$ cat config.mk
export PLATFORM = sky130hd
export DESIGN_NAME = line_segment_window_clipper_top
export DESIGN_NICKNAME = d
export VERILOG_FILES = /design/src/rtl/lswc_pkg.sv /design/src/rtl/lswc_div_cell.sv /design/src/rtl/lswc_div_chain.sv /design/src/rtl/line_segment_window_clipper_top.sv
export VERILOG_INCLUDE_DIRS = /design/src /design/src/rtl
export SDC_FILE = /design/constraint.sdc
export NUM_CORES = 2
export LEC_CHECK = 0
export BUFFER_PORTS_ARGS = -buffer_cell sky130_fd_sc_hd__buf_4
export CORE_UTILIZATION = 55
export CTS_BUF_LIST = sky130_fd_sc_hd__clkbuf_2 sky130_fd_sc_hd__clkbuf_4 sky130_fd_sc_hd__clkbuf_8
export DETAILED_ROUTE_END_ITERATION = 8
export PLACE_DENSITY_LB_ADDON = 0.25
export SLEW_MARGIN = 20
export SYNTH_ARGS = -nofsm -noshare
export SYNTH_HDL_FRONTEND = slang
export SYNTH_SLANG_ARGS = --single-unit
export TNS_END_PERCENT = 100
$ cat constraint.sdc
create_clock -name clk -period 16.1 [get_ports clk]
set_input_delay 0 -clock clk [delete_from_list [all_inputs] [get_ports clk]]
set_output_delay 0 -clock clk [all_outputs]
set_load 0.02 [all_outputs]
$ cat src/rtl/line_segment_window_clipper_top_defines.svh
// Assertion macros for the line segment window clipper.
// Used by line_segment_window_clipper_top; no other dependencies.
`ifndef LINE_SEGMENT_WINDOW_CLIPPER_TOP_DEFINES_SVH
`define LINE_SEGMENT_WINDOW_CLIPPER_TOP_DEFINES_SVH

// Same-cycle implication, off while reset is asserted
`define LSWC_ASSERT_NOW(label, clk, rst_n, ante, cons, msg) \
	label: assert property (@(posedge clk) disable iff (!(rst_n)) (ante) |-> (cons)) \
		else $error(msg);

// Next-cycle implication, off while reset is asserted
`define LSWC_ASSERT_NEXT(label, clk, rst_n, ante, cons, msg) \
	label: assert property (@(posedge clk) disable iff (!(rst_n)) (ante) |=> (cons)) \
		else $error(msg);

`endif

$ cat src/rtl/lswc_pkg.sv
// Shared constants for the line segment window clipper.
// No dependencies.
`default_nettype none
package lswc_pkg;
	localparam int unsigned CFG_INDEX_BITS = 8;

	localparam logic [CFG_INDEX_BITS-1:0] REG_LEFT   = 8'd0;
	localparam logic [CFG_INDEX_BITS-1:0] REG_RIGHT  = 8'd1;
	localparam logic [CFG_INDEX_BITS-1:0] REG_BOTTOM = 8'd2;
	localparam logic [CFG_INDEX_BITS-1:0] REG_TOP    = 8'd3;

	localparam int RST_LEFT   = 100;
	localparam int RST_RIGHT  = 700;
	localparam int RST_BOTTOM = 100;
	localparam int RST_TOP    = 500;

	localparam logic [3:0] OC_LEFT   = 4'd1;
	localparam logic [3:0] OC_RIGHT  = 4'd2;
	localparam logic [3:0] OC_BOTTOM = 4'd4;
	localparam logic [3:0] OC_TOP    = 4'd8;

	localparam logic [2:0] MAX_MOVES = 3'd4;

	localparam logic [2:0] ST_IDLE  = 3'd0;
	localparam logic [2:0] ST_EVAL  = 3'd1;
	localparam logic [2:0] ST_PROD  = 3'd2;
	localparam logic [2:0] ST_DIVGO = 3'd3;
	localparam logic [2:0] ST_DIVW  = 3'd4;
endpackage
`default_nettype wire

$ cat src/rtl/lswc_div_cell.sv
// One restoring division step, registered; one quotient bit per cell.
// No package dependencies.
`default_nettype none
module lswc_div_cell #(
	parameter int WIDTH = 17
) (
	input  wire logic             clk,
	input  wire logic             arst_n,
	input  wire logic             in_valid,
	input  wire logic [WIDTH-1:0] in_rem,
	input  wire logic [WIDTH-1:0] in_low,
	input  wire logic [WIDTH-1:0] in_quo,
	input  wire logic [WIDTH-1:0] in_div,
	output logic                  out_valid,
	output logic [WIDTH-1:0]      out_rem,
	output logic [WIDTH-1:0]      out_low,
	output logic [WIDTH-1:0]      out_quo,
	output logic [WIDTH-1:0]      out_div
);
	logic [WIDTH:0]   trial;
	logic [WIDTH:0]   diff;
	logic             ge;
	logic [WIDTH-1:0] rem_next;

	assign trial    = {in_rem, in_low[WIDTH-1]};
	assign diff     = trial - {1'b0, in_div};
	assign ge       = trial >= {1'b0, in_div};
	assign rem_next = ge ? diff[WIDTH-1:0] : trial[WIDTH-1:0];

	always_ff @(posedge clk or negedge arst_n) begin
		if (!arst_n) begin
			out_valid <= 1'b0;
		end else begin
			out_valid <= in_valid;
		end
	end

	always_ff @(posedge clk) begin
		out_rem <= rem_next;
		out_low <= {in_low[WIDTH-2:0], 1'b0};
		out_quo <= {in_quo[WIDTH-2:0], ge};
		out_div <= in_div;
	end
endmodule
`default_nettype wire

$ cat src/rtl/lswc_div_chain.sv
// Row of division cells: a 2*WIDTH-bit dividend whose quotient fits WIDTH bits.
// Depends on lswc_div_cell.
`default_nettype none
module lswc_div_chain #(
	parameter int WIDTH = 17
) (
	input  wire logic               clk,
	input  wire logic               arst_n,
	input  wire logic               in_valid,
	input  wire logic [2*WIDTH-1:0] dividend,
	input  wire logic [WIDTH-1:0]   divisor,
	output logic                    out_valid,
	output logic [WIDTH-1:0]        quotient
);
	logic             v_w   [0:WIDTH];
	logic [WIDTH-1:0] rem_w [0:WIDTH];
	logic [WIDTH-1:0] low_w [0:WIDTH];
	logic [WIDTH-1:0] quo_w [0:WIDTH];
	logic [WIDTH-1:0] div_w [0:WIDTH];

	// high half is already below the divisor when the quotient fits
	assign v_w[0]   = in_valid;
	assign rem_w[0] = dividend[2*WIDTH-1:WIDTH];
	assign low_w[0] = dividend[WIDTH-1:0];
	assign quo_w[0] = '0;
	assign div_w[0] = divisor;

	for (genvar i = 0; i < WIDTH; i++) begin : g_cell
		lswc_div_cell #(.WIDTH(WIDTH)) u_cell (
			.clk      (clk),
			.arst_n   (arst_n),
			.in_valid (v_w[i]),
			.in_rem   (rem_w[i]),
			.in_low   (low_w[i]),
			.in_quo   (quo_w[i]),
			.in_div   (div_w[i]),
			.out_valid(v_w[i+1]),
			.out_rem  (rem_w[i+1]),
			.out_low  (low_w[i+1]),
			.out_quo  (quo_w[i+1]),
			.out_div  (div_w[i+1])
		);
	end

	assign out_valid = v_w[WIDTH];
	assign quotient  = quo_w[WIDTH];
endmodule
`default_nettype wire

$ cat src/rtl/line_segment_window_clipper_top.sv
// Cohen-Sutherland segment clipper; each boundary move runs through these steps:
// outcode and operand set-up, one product, then COORD_BITS+1 cells of the divider row.
// A segment needing k moves (k <= 4) gives its result once start is taken and all k
// moves are done; busy stays high until then, one item at a time.
// Results are strobed by done for one cycle and cannot be stalled.
// Reset restores the window to left 100, right 700, bottom 100, top 500; control clears.
`default_nettype none
`include "line_segment_window_clipper_top_defines.svh"
module line_segment_window_clipper_top
	import lswc_pkg::*;
#(
	parameter int COORD_BITS = 16
) (
	input  wire logic                         clk,
	input  wire logic                         arst_n,
	input  wire logic                         start,
	output logic                              busy,
	input  wire logic signed [COORD_BITS-1:0] start_x,
	input  wire logic signed [COORD_BITS-1:0] start_y,
	input  wire logic signed [COORD_BITS-1:0] end_x,
	input  wire logic signed [COORD_BITS-1:0] end_y,
	output logic                              done,
	output logic                              accepted,
	output logic signed [COORD_BITS-1:0]      clipped_start_x,
	output logic signed [COORD_BITS-1:0]      clipped_start_y,
	output logic signed [COORD_BITS-1:0]      clipped_end_x,
	output logic signed [COORD_BITS-1:0]      clipped_end_y,
	input  wire logic                         cfg_valid,
	output logic                              cfg_ready,
	input  wire logic [CFG_INDEX_BITS-1:0]    cfg_index,
	input  wire logic [COORD_BITS-1:0]        cfg_data
);
	localparam int DW = COORD_BITS + 1;

	logic [2:0] state_q;
	logic [2:0] moves_q;
	logic signed [COORD_BITS-1:0] left_q, right_q, bottom_q, top_q;
	logic signed [COORD_BITS-1:0] x1_q, y1_q, x2_q, y2_q;

	logic [3:0] c1, c2, co;
	logic signed [COORD_BITS-1:0] p0_c, bnd_c;
	logic signed [DW-1:0] d_c, n_c, m_c;
	logic horiz_c;

	logic [DW-1:0] magd_q, magn_q, magm_q;
	logic          neg_q, horiz_q, first_q;
	logic signed [COORD_BITS-1:0] p0_q, bnd_q;
	logic [2*DW-1:0] prod_q;

	logic          div_valid;
	logic [DW-1:0] div_quo;
	logic [COORD_BITS-1:0] q_c;
	logic signed [COORD_BITS-1:0] new_c;

	assign cfg_ready = 1'b1;
	assign busy      = state_q != ST_IDLE;

	always_comb begin
		c1 = '0;
		c2 = '0;
		if (x1_q < left_q) c1 |= OC_LEFT;
		else if (x1_q > right_q) c1 |= OC_RIGHT;
		if (y1_q < bottom_q) c1 |= OC_BOTTOM;
		else if (y1_q > top_q) c1 |= OC_TOP;
		if (x2_q < left_q) c2 |= OC_LEFT;
		else if (x2_q > right_q) c2 |= OC_RIGHT;
		if (y2_q < bottom_q) c2 |= OC_BOTTOM;
		else if (y2_q > top_q) c2 |= OC_TOP;
		co = (c1 != '0) ? c1 : c2;
	end

	// pick the boundary: top, bottom, right, left
	always_comb begin
		horiz_c = 1'b1;
		p0_c    = x1_q;
		d_c     = DW'(x2_q) - DW'(x1_q);
		m_c     = DW'(y2_q) - DW'(y1_q);
		if ((co & OC_TOP) != '0) begin
			bnd_c = top_q;
			n_c   = DW'(top_q) - DW'(y1_q);
		end else if ((co & OC_BOTTOM) != '0) begin
			bnd_c = bottom_q;
			n_c   = DW'(bottom_q) - DW'(y1_q);
		end else begin
			horiz_c = 1'b0;
			p0_c    = y1_q;
			d_c     = DW'(y2_q) - DW'(y1_q);
			m_c     = DW'(x2_q) - DW'(x1_q);
			if ((co & OC_RIGHT) != '0) begin
				bnd_c = right_q;
				n_c   = DW'(right_q) - DW'(x1_q);
			end else begin
				bnd_c = left_q;
				n_c   = DW'(left_q) - DW'(x1_q);
			end
		end
	end

	lswc_div_chain #(.WIDTH(DW)) u_div (
		.clk      (clk),
		.arst_n   (arst_n),
		.in_valid (state_q == ST_DIVGO),
		.dividend (prod_q),
		.divisor  (magm_q),
		.out_valid(div_valid),
		.quotient (div_quo)
	);

	assign q_c   = (magm_q == '0) ? '0 : div_quo[COORD_BITS-1:0];
	assign new_c = neg_q ? p0_q - $signed(q_c) : p0_q + $signed(q_c);

	always_ff @(posedge clk or negedge arst_n) begin
		if (!arst_n) begin
			left_q   <= COORD_BITS'(RST_LEFT);
			right_q  <= COORD_BITS'(RST_RIGHT);
			bottom_q <= COORD_BITS'(RST_BOTTOM);
			top_q    <= COORD_BITS'(RST_TOP);
		end else if (cfg_valid && cfg_ready) begin
			case (cfg_index)
				REG_LEFT:   left_q   <= cfg_data;
				REG_RIGHT:  right_q  <= cfg_data;
				REG_BOTTOM: bottom_q <= cfg_data;
				REG_TOP:    top_q    <= cfg_data;
				default: ; // drop writes beyond the register list
			endcase
		end
	end

	always_ff @(posedge clk or negedge arst_n) begin
		if (!arst_n) begin
			state_q <= ST_IDLE;
			moves_q <= '0;
			done    <= 1'b0;
		end else begin
			done <= 1'b0;
			case (state_q)
				ST_IDLE: begin
					if (start) begin
						moves_q <= '0;
						state_q <= ST_EVAL;
					end
				end
				ST_EVAL: begin
					if ((c1 == '0 && c2 == '0) || (c1 & c2) != '0 || moves_q == MAX_MOVES) begin
						done    <= 1'b1;
						state_q <= ST_IDLE;
					end else begin
						state_q <= ST_PROD;
					end
				end
				ST_PROD:  state_q <= ST_DIVGO;
				ST_DIVGO: state_q <= ST_DIVW;
				ST_DIVW: begin
					if (div_valid) begin
						moves_q <= moves_q + 3'd1;
						state_q <= ST_EVAL;
					end
				end
				default: state_q <= ST_IDLE;
			endcase
		end
	end

	always_ff @(posedge clk) begin
		if (state_q == ST_IDLE && start) begin
			x1_q <= start_x;
			y1_q <= start_y;
			x2_q <= end_x;
			y2_q <= end_y;
		end
		if (state_q == ST_EVAL) begin
			magd_q  <= d_c[DW-1] ? DW'(-d_c) : DW'(d_c);
			magn_q  <= n_c[DW-1] ? DW'(-n_c) : DW'(n_c);
			magm_q  <= m_c[DW-1] ? DW'(-m_c) : DW'(m_c);
			neg_q   <= d_c[DW-1] ^ n_c[DW-1] ^ m_c[DW-1];
			p0_q    <= p0_c;
			bnd_q   <= bnd_c;
			horiz_q <= horiz_c;
			first_q <= c1 != '0;
			accepted <= c1 == '0 && c2 == '0;
			// rejected segments report zero coordinates
			clipped_start_x <= (c1 == '0 && c2 == '0) ? x1_q : '0;
			clipped_start_y <= (c1 == '0 && c2 == '0) ? y1_q : '0;
			clipped_end_x   <= (c1 == '0 && c2 == '0) ? x2_q : '0;
			clipped_end_y   <= (c1 == '0 && c2 == '0) ? y2_q : '0;
		end
		if (state_q == ST_PROD) begin
			prod_q <= magd_q * magn_q;
		end
		if (state_q == ST_DIVW && div_valid) begin
			if (first_q) begin
				x1_q <= horiz_q ? new_c : bnd_q;
				y1_q <= horiz_q ? bnd_q : new_c;
			end else begin
				x2_q <= horiz_q ? new_c : bnd_q;
				y2_q <= horiz_q ? bnd_q : new_c;
			end
		end
	end

	`LSWC_ASSERT_NOW(a_done_idle, clk, arst_n, done, !busy, "result strobed while still busy")
	`LSWC_ASSERT_NEXT(a_start_busy, clk, arst_n, start && !busy, busy, "accepted item not taken up")
	`LSWC_ASSERT_NOW(a_moves_cap, clk, arst_n, busy, moves_q <= MAX_MOVES, "too many boundary moves")
	`LSWC_ASSERT_NOW(a_reject_zero, clk, arst_n, done && !accepted,
		clipped_start_x == '0 && clipped_end_y == '0, "rejected segment with nonzero coordinates")
endmodule
`default_nettype wire
# Word-level counts from Yosys, hierarchy flattened
# Cells that the tools add are included.
dict set report totals {
  n_memories 0
  elab_cells 262
  mem_bits_ro 0
  ramBits 0
  regBits 1153
  latch_bits 0
  out_inout_bits 68
}
dict set report op_classes {
  muxes 66
  multipliers 1
  n_addsub 28
  n_reduce_logical 20
  div_mod_pow 0
  eq_ne 10
  shifts 0
  magnitude_cmp 25
  bitwise_logic 3
}
# operator count
set ops {}
lappend ops {{$mux W17} 23}
lappend ops {{$mux W16} 24}
lappend ops {{$ge A18 B17 Y1} 17}
lappend ops {{$sub A17 B17 Y17} 16}
lappend ops {{$sub A16 B16 Y17} 6}
lappend ops {{$gt A16 B16 Y1} 4}
lappend ops {{$lt A16 B16 Y1} 4}
lappend ops {{$neg A17 Y17} 3}
lappend ops {{$mul A17 B17 Y34} 1}
lappend ops {{$mux W4} 7}
lappend ops {{$logic_not A17 Y1} 1}
lappend ops {{$add A16 B16 Y16} 1}
lappend ops {{$eq A8 B2 Y1 const B} 2}
lappend ops {{$sub A16 B16 Y16} 1}
lappend ops {{$pmux W3 S5} 1}
lappend ops {{$mux W3} 4}
lappend ops {{$reduce_and A2 Y1} 5}
lappend ops {{$eq A8 B1 Y1 const B} 1}
lappend ops {{$logic_not A4 Y1} 2}
lappend ops {{$logic_not A8 Y1} 1}
lappend ops {{$reduce_bool A4 Y1} 2}
lappend ops {{$eq A3 B2 Y1 const B} 2}
lappend ops {{$eq A3 B3 Y1 const B} 2}
lappend ops {{$mux W2} 3}
lappend ops {{14 further kinds} 20}

# Longest topological paths before layout
dict set report logic_depth {
  depth_word 12
  mapped_depth 27
  depth_no_buf 25
}

# By module
# A second synthesis with hierarchy kept.
dict set report unflattened {
  cells_unflattened 7381
  area_unflattened_um2 74567.8
}
# module area_each_um2 cells_each seq_area_each_um2 n_inst
set by_module_without_submodules {}
lappend by_module_without_submodules {{lswc_div_cell (u_div.g_cell[13].u_cell ...)} 2587.5 244 1366.3 13}
lappend by_module_without_submodules {line_segment_window_clipper_top 30710.7 3314 8635.8 1}
lappend by_module_without_submodules {{lswc_div_cell (u_div.g_cell[0].u_cell ...)} 2560.0 222 1366.3 3}
lappend by_module_without_submodules {{lswc_div_cell (u_div.g_cell[12].u_cell)} 2536.2 228 1366.3 1}
lappend by_module_without_submodules {lswc_div_chain 3.8 1 0.0 1}

# Least setup slack after synthesis
# No wires, ideal clock.
dict set report synth_timing {
  path_kind {register to register}
  start {register state_q[2]}
  end {register accepted, enable pin}
  path_stages_with_launch 3
  setup_ns 0.882
  setup_slack_ns 3.567
  arrival_ns 11.651
  path_buffers 1
  required_time_ns 15.218
  path_cell_list {dfrtp_1 clkbuf_1 nor3b_1}
}
dict set report synth_between {
  elab_chain_len 1
}
# item line_no
set synth_rtl {}
lappend synth_rtl {{start: declaration} line_segment_window_clipper_top.sv:35} ;# logic [2:0] state_q;
lappend synth_rtl {{start signal: assignment} line_segment_window_clipper_top.sv:131} ;# state_q <= ST_IDLE;
lappend synth_rtl {{start signal: assignment} line_segment_window_clipper_top.sv:140} ;# state_q <= ST_EVAL;
lappend synth_rtl {{start signal: assignment} line_segment_window_clipper_top.sv:146} ;# state_q <= ST_IDLE;
lappend synth_rtl {{$eq A3 B1 Y1} line_segment_window_clipper_top.sv:171} ;# if (state_q == ST_EVAL) begin
lappend synth_rtl {{end signal: assignment} line_segment_window_clipper_top.sv:180} ;# accepted <= c1 == '0 && c2 == '0;
lappend synth_rtl {{end: declaration} line_segment_window_clipper_top.sv:23} ;# output logic accepted,
# No other way between the ends.
# A chain may end at the register's enable or synchronous reset.

# Final worst setup path
dict set report layout_timing {
  start {register magd_q[10]}
  end {register prod_q[33], data pin}
}
dict set report layout_between {
  elab_chain_len 1
}
# item line_no
set layout_rtl {}
lappend layout_rtl {{start: declaration} line_segment_window_clipper_top.sv:45} ;# logic [DW-1:0] magd_q, magn_q, magm_q;
lappend layout_rtl {{start signal: assignment} line_segment_window_clipper_top.sv:172} ;# magd_q <= d_c[DW-1] ? DW'(-d_c) : DW'(d_c);
lappend layout_rtl {{$mul A17 B17 Y34} line_segment_window_clipper_top.sv:188} ;# prod_q <= magd_q * magn_q;
lappend layout_rtl {{end signal: assignment} line_segment_window_clipper_top.sv:188}
lappend layout_rtl {{end: declaration} line_segment_window_clipper_top.sv:48} ;# logic [2*DW-1:0] prod_q;
# No other way between the ends.

==> metrics.cfg <==
[clocking]
post_cts_buffers=0
cts_buffer_depth=3
clkTransAtPathRegs_ns=0.07
clk_latency_ns=0.90
ctsResizeCount=0
htreeDepth=4
cts_sinks=1153
cts_tree=yes
cts_inserted_buffers=187
cts-root-buf=clkbuf_8

[floorplanning]
ios=160
core-area_um2=114000
die-area_um2=117000
rows=124
start_util_pct=55.5
die_w_um=342
dieHeight_um=342

[detailed_routing]
drtPass1Iterations=6
drt_first_iter_violations=4590
wl_per_cell_um=20.5
drc=0
vias=48700
viasPerCell=5.68
drtAntennaViolNets=0
drt-total-wl_um=176000

[sta]
rsz0062_at_grt=false
finalSetupTns_ns=0
setup_viol=0
slew_headroom_pct=24.8
drv_slew=0
period_needed_ns=6.86
post-route-period-util_pct=42.6
fmax_mhz=146
worstMarginPinSlew_ns=1.12
final-hold-violation-count=0
clock_skew_ns=0.0628

[logic_synthesis]
synth.net_count=7414
yosysMostFrequentCell=inv_1
ys_types=92
synthCells=6499
synth_compound_area_share_pct=12.2
synth_top_area_cell=dfxtp_1
yosysWarnings=0
synth_simple_gate_area_share_pct=12.1
synthMuxAreaShare_pct=6.22
syn_area_um2=63500
synthXorXnorAreaFrac_pct=4.04
ys_ff_latch=1153
synth_top_area_share_pct=27.8
synth_area_per_cell_um2=9.76
synthArstFlopShare_pct=7.63
synth_edf_count=185
yosys_most_used_dff=dfxtp_1
synth_top_family_by_area=adder cells
synth_area_leaders=dfxtp_1, ha_1, edfxtp_1
synthAdderAreaFrac_pct=19.1
synth_common_cells=inv_1, dfxtp_1, ha_1
seq_area_frac_synth_pct=40.0

[flow_run]
maxCapViolCount=0

[layout]
drive_gt1_share_pct=12.0
syn2layout_area_growth_pct=13.8
fin_cells=8571
fin_util_pct=63.2
finalNetCount=7809
fill_cells=9212
register_area_um2=25400
multi_input_area_um2=34200

[setup_path]
setup.worst_path.class=register to register
crit_chain=nand2_1 > fa_1 > fa_1 > fa_1 > fa_1 > inv_1 > fa_1 > inv_1 > fa_1 > inv_1 > ha_1 > a21o_1 > a21o_1 > a21oi_1 > o21ai_0 > nand2_1 > a31oi_1 > a221oi_1 > a21oi_1 > nand4_1 > nand4b_1 > a21oi_1 > xnor2_1
timing.critical_path.arrival_ns=7.50
cp_top_family=adder cells
critPathMaxStageDelay_ns=0.81
critical_path.startpoint_type=register
setup.worst_path.end_class=register
critPathSlowestCell=edfxtp_1
worstPathRequired_ns=16.74
critical_path.max_fanout=17
crit_top_cell=fa_1
worstPathBufferInverterCount=3

[global_routing]
grt_pass1_vias=47300
antenna_found_initial=15
grt_pass1_wl_um=268000
grt_start_max_net_pins=154
grt_overflow=0
track_usage_pct=30.0

[placement]
dp.cells=8045
port_buffers=158
routabilityCongestion=1.01
hpwl_um=133000

[status]
status=completed

[hold_path]
hold_class=input port to register

-- worst paths after layout --
kind	slack, ns	from	cells past startpoint	to
max in group asynchronous	15.21	arst_n	4	bottom_q[4]
max	9.24	magd_q[10]	23	prod_q[33]
min in group asynchronous	0.18	arst_n	4	state_q[0]
min reg2reg	0.28	u_div.g_cell[6].u_cell.out_quo[1]	0	u_div.g_cell[7].u_cell.out_quo[2]
min	0.15	start_x[15]	4	x1_q[15]
max reg2reg	9.24	magd_q[10]	23	prod_q[33]
-- stage by stage --
stage / instance area [um2] / setup slack [ns] / hold slack (ns)
3_5_place_dp: 66200 / 9.28 / 0.0000810
4_1_cts: 72200 / 9.29 / 0.0271
5_1_grt: 72200 / 8.93 / 0.134
6_report: 72200 / 9.24 / 0.152
3_3_place_gp: 66200 / 9.34 / 0.00115
2_1_floorplan: 63500 / 3.57 / -0.296
-- cells in the final DEF, fill, tap and decap left out, types with 180 or more instances in the layout --
| cell | count |
|---|---|
| a21oi_1 | 319 |
| and2_1 | 180 |
| buf_4 | 192 |
| clkbuf_8 | 222 |
| dfxtp_1 | 880 |
| edfxtp_1 | 185 |
| fa_1 | 247 |
| ha_1 | 576 |
| inv_1 | 881 |
| mux2_2 | 233 |
| nand2_1 | 447 |
| nor2_1 | 460 |
| o21ai_0 | 323 |
| xnor2_1 | 204 |
-- metal layers --
layer  up-vias  track usage (%)  wire length (um)
li1      22900                -                 -
met1     23400             40.1             75600
met2      1917             46.1             77400
met3       447             8.31             16800
met4        16             10.6              5780
met5         -             1.80               355
-- layout make-up --
class | count | area share (%)
clock inverters | 68 | 1.03
repair buffers | 365 | 4.42
inverters | 882 | 4.58
clock buffers | 277 | 4.80
diodes | 9 | 0.0312
multi-input cells | 4305 | 47.3
well taps | 1512 | 2.62
flip-flops and latches | 1153 | 35.2
-- what timing repair did --
action,4_1_cts,5_1_grt
hold buffers,172,0
hold endpoints to repair,205,0
endpoints found under the setup margin,0,0
-- worst register-to-register path: stages (launching register included) --
cell and delay, ns:
edfxtp_1 0.81, nand2_1 0.20, fa_1 0.54, fa_1 0.59, fa_1 0.44, fa_1 0.49, inv_1 0.06, fa_1 0.53
inv_1 0.05, fa_1 0.53, inv_1 0.05, ha_1 0.36, a21o_1 0.19, a21o_1 0.19, a21oi_1 0.21, o21ai_0 0.11
nand2_1 0.10, a31oi_1 0.15, a221oi_1 0.37, a21oi_1 0.19, nand4_1 0.13, nand4b_1 0.09, a21oi_1 0.18, xnor2_1 0.08
-- state kept, by name, indices dropped and copies added (netlist names), 17 cells and up --
| register | cells |
|---|---|
| magn_q | 17 |
| u_div.g_cell.u_cell.out_quo | 136 |
| prod_q | 34 |
| u_div.g_cell.u_cell.out_div | 272 |
| magm_q | 17 |
| u_div.g_cell.u_cell.out_rem | 272 |
| magd_q | 17 |
| u_div.g_cell.u_cell.out_low | 136 |
| u_div.g_cell.u_cell.out_valid | 17 |
-- kinds of logic after synthesis --
family / Yosys count
and+or+nand+nor: 1607
AOI/OAI and AO/OA: 1217
DFF: 1153
buffers and inverters: 1041
adders and majority gates: 823
muxes: 365
xor gates and xnor gates: 292
other: 1
Power is not shown: default switching activity piles up to over one toggle a cycle in this logic, so the estimate is an artifact.
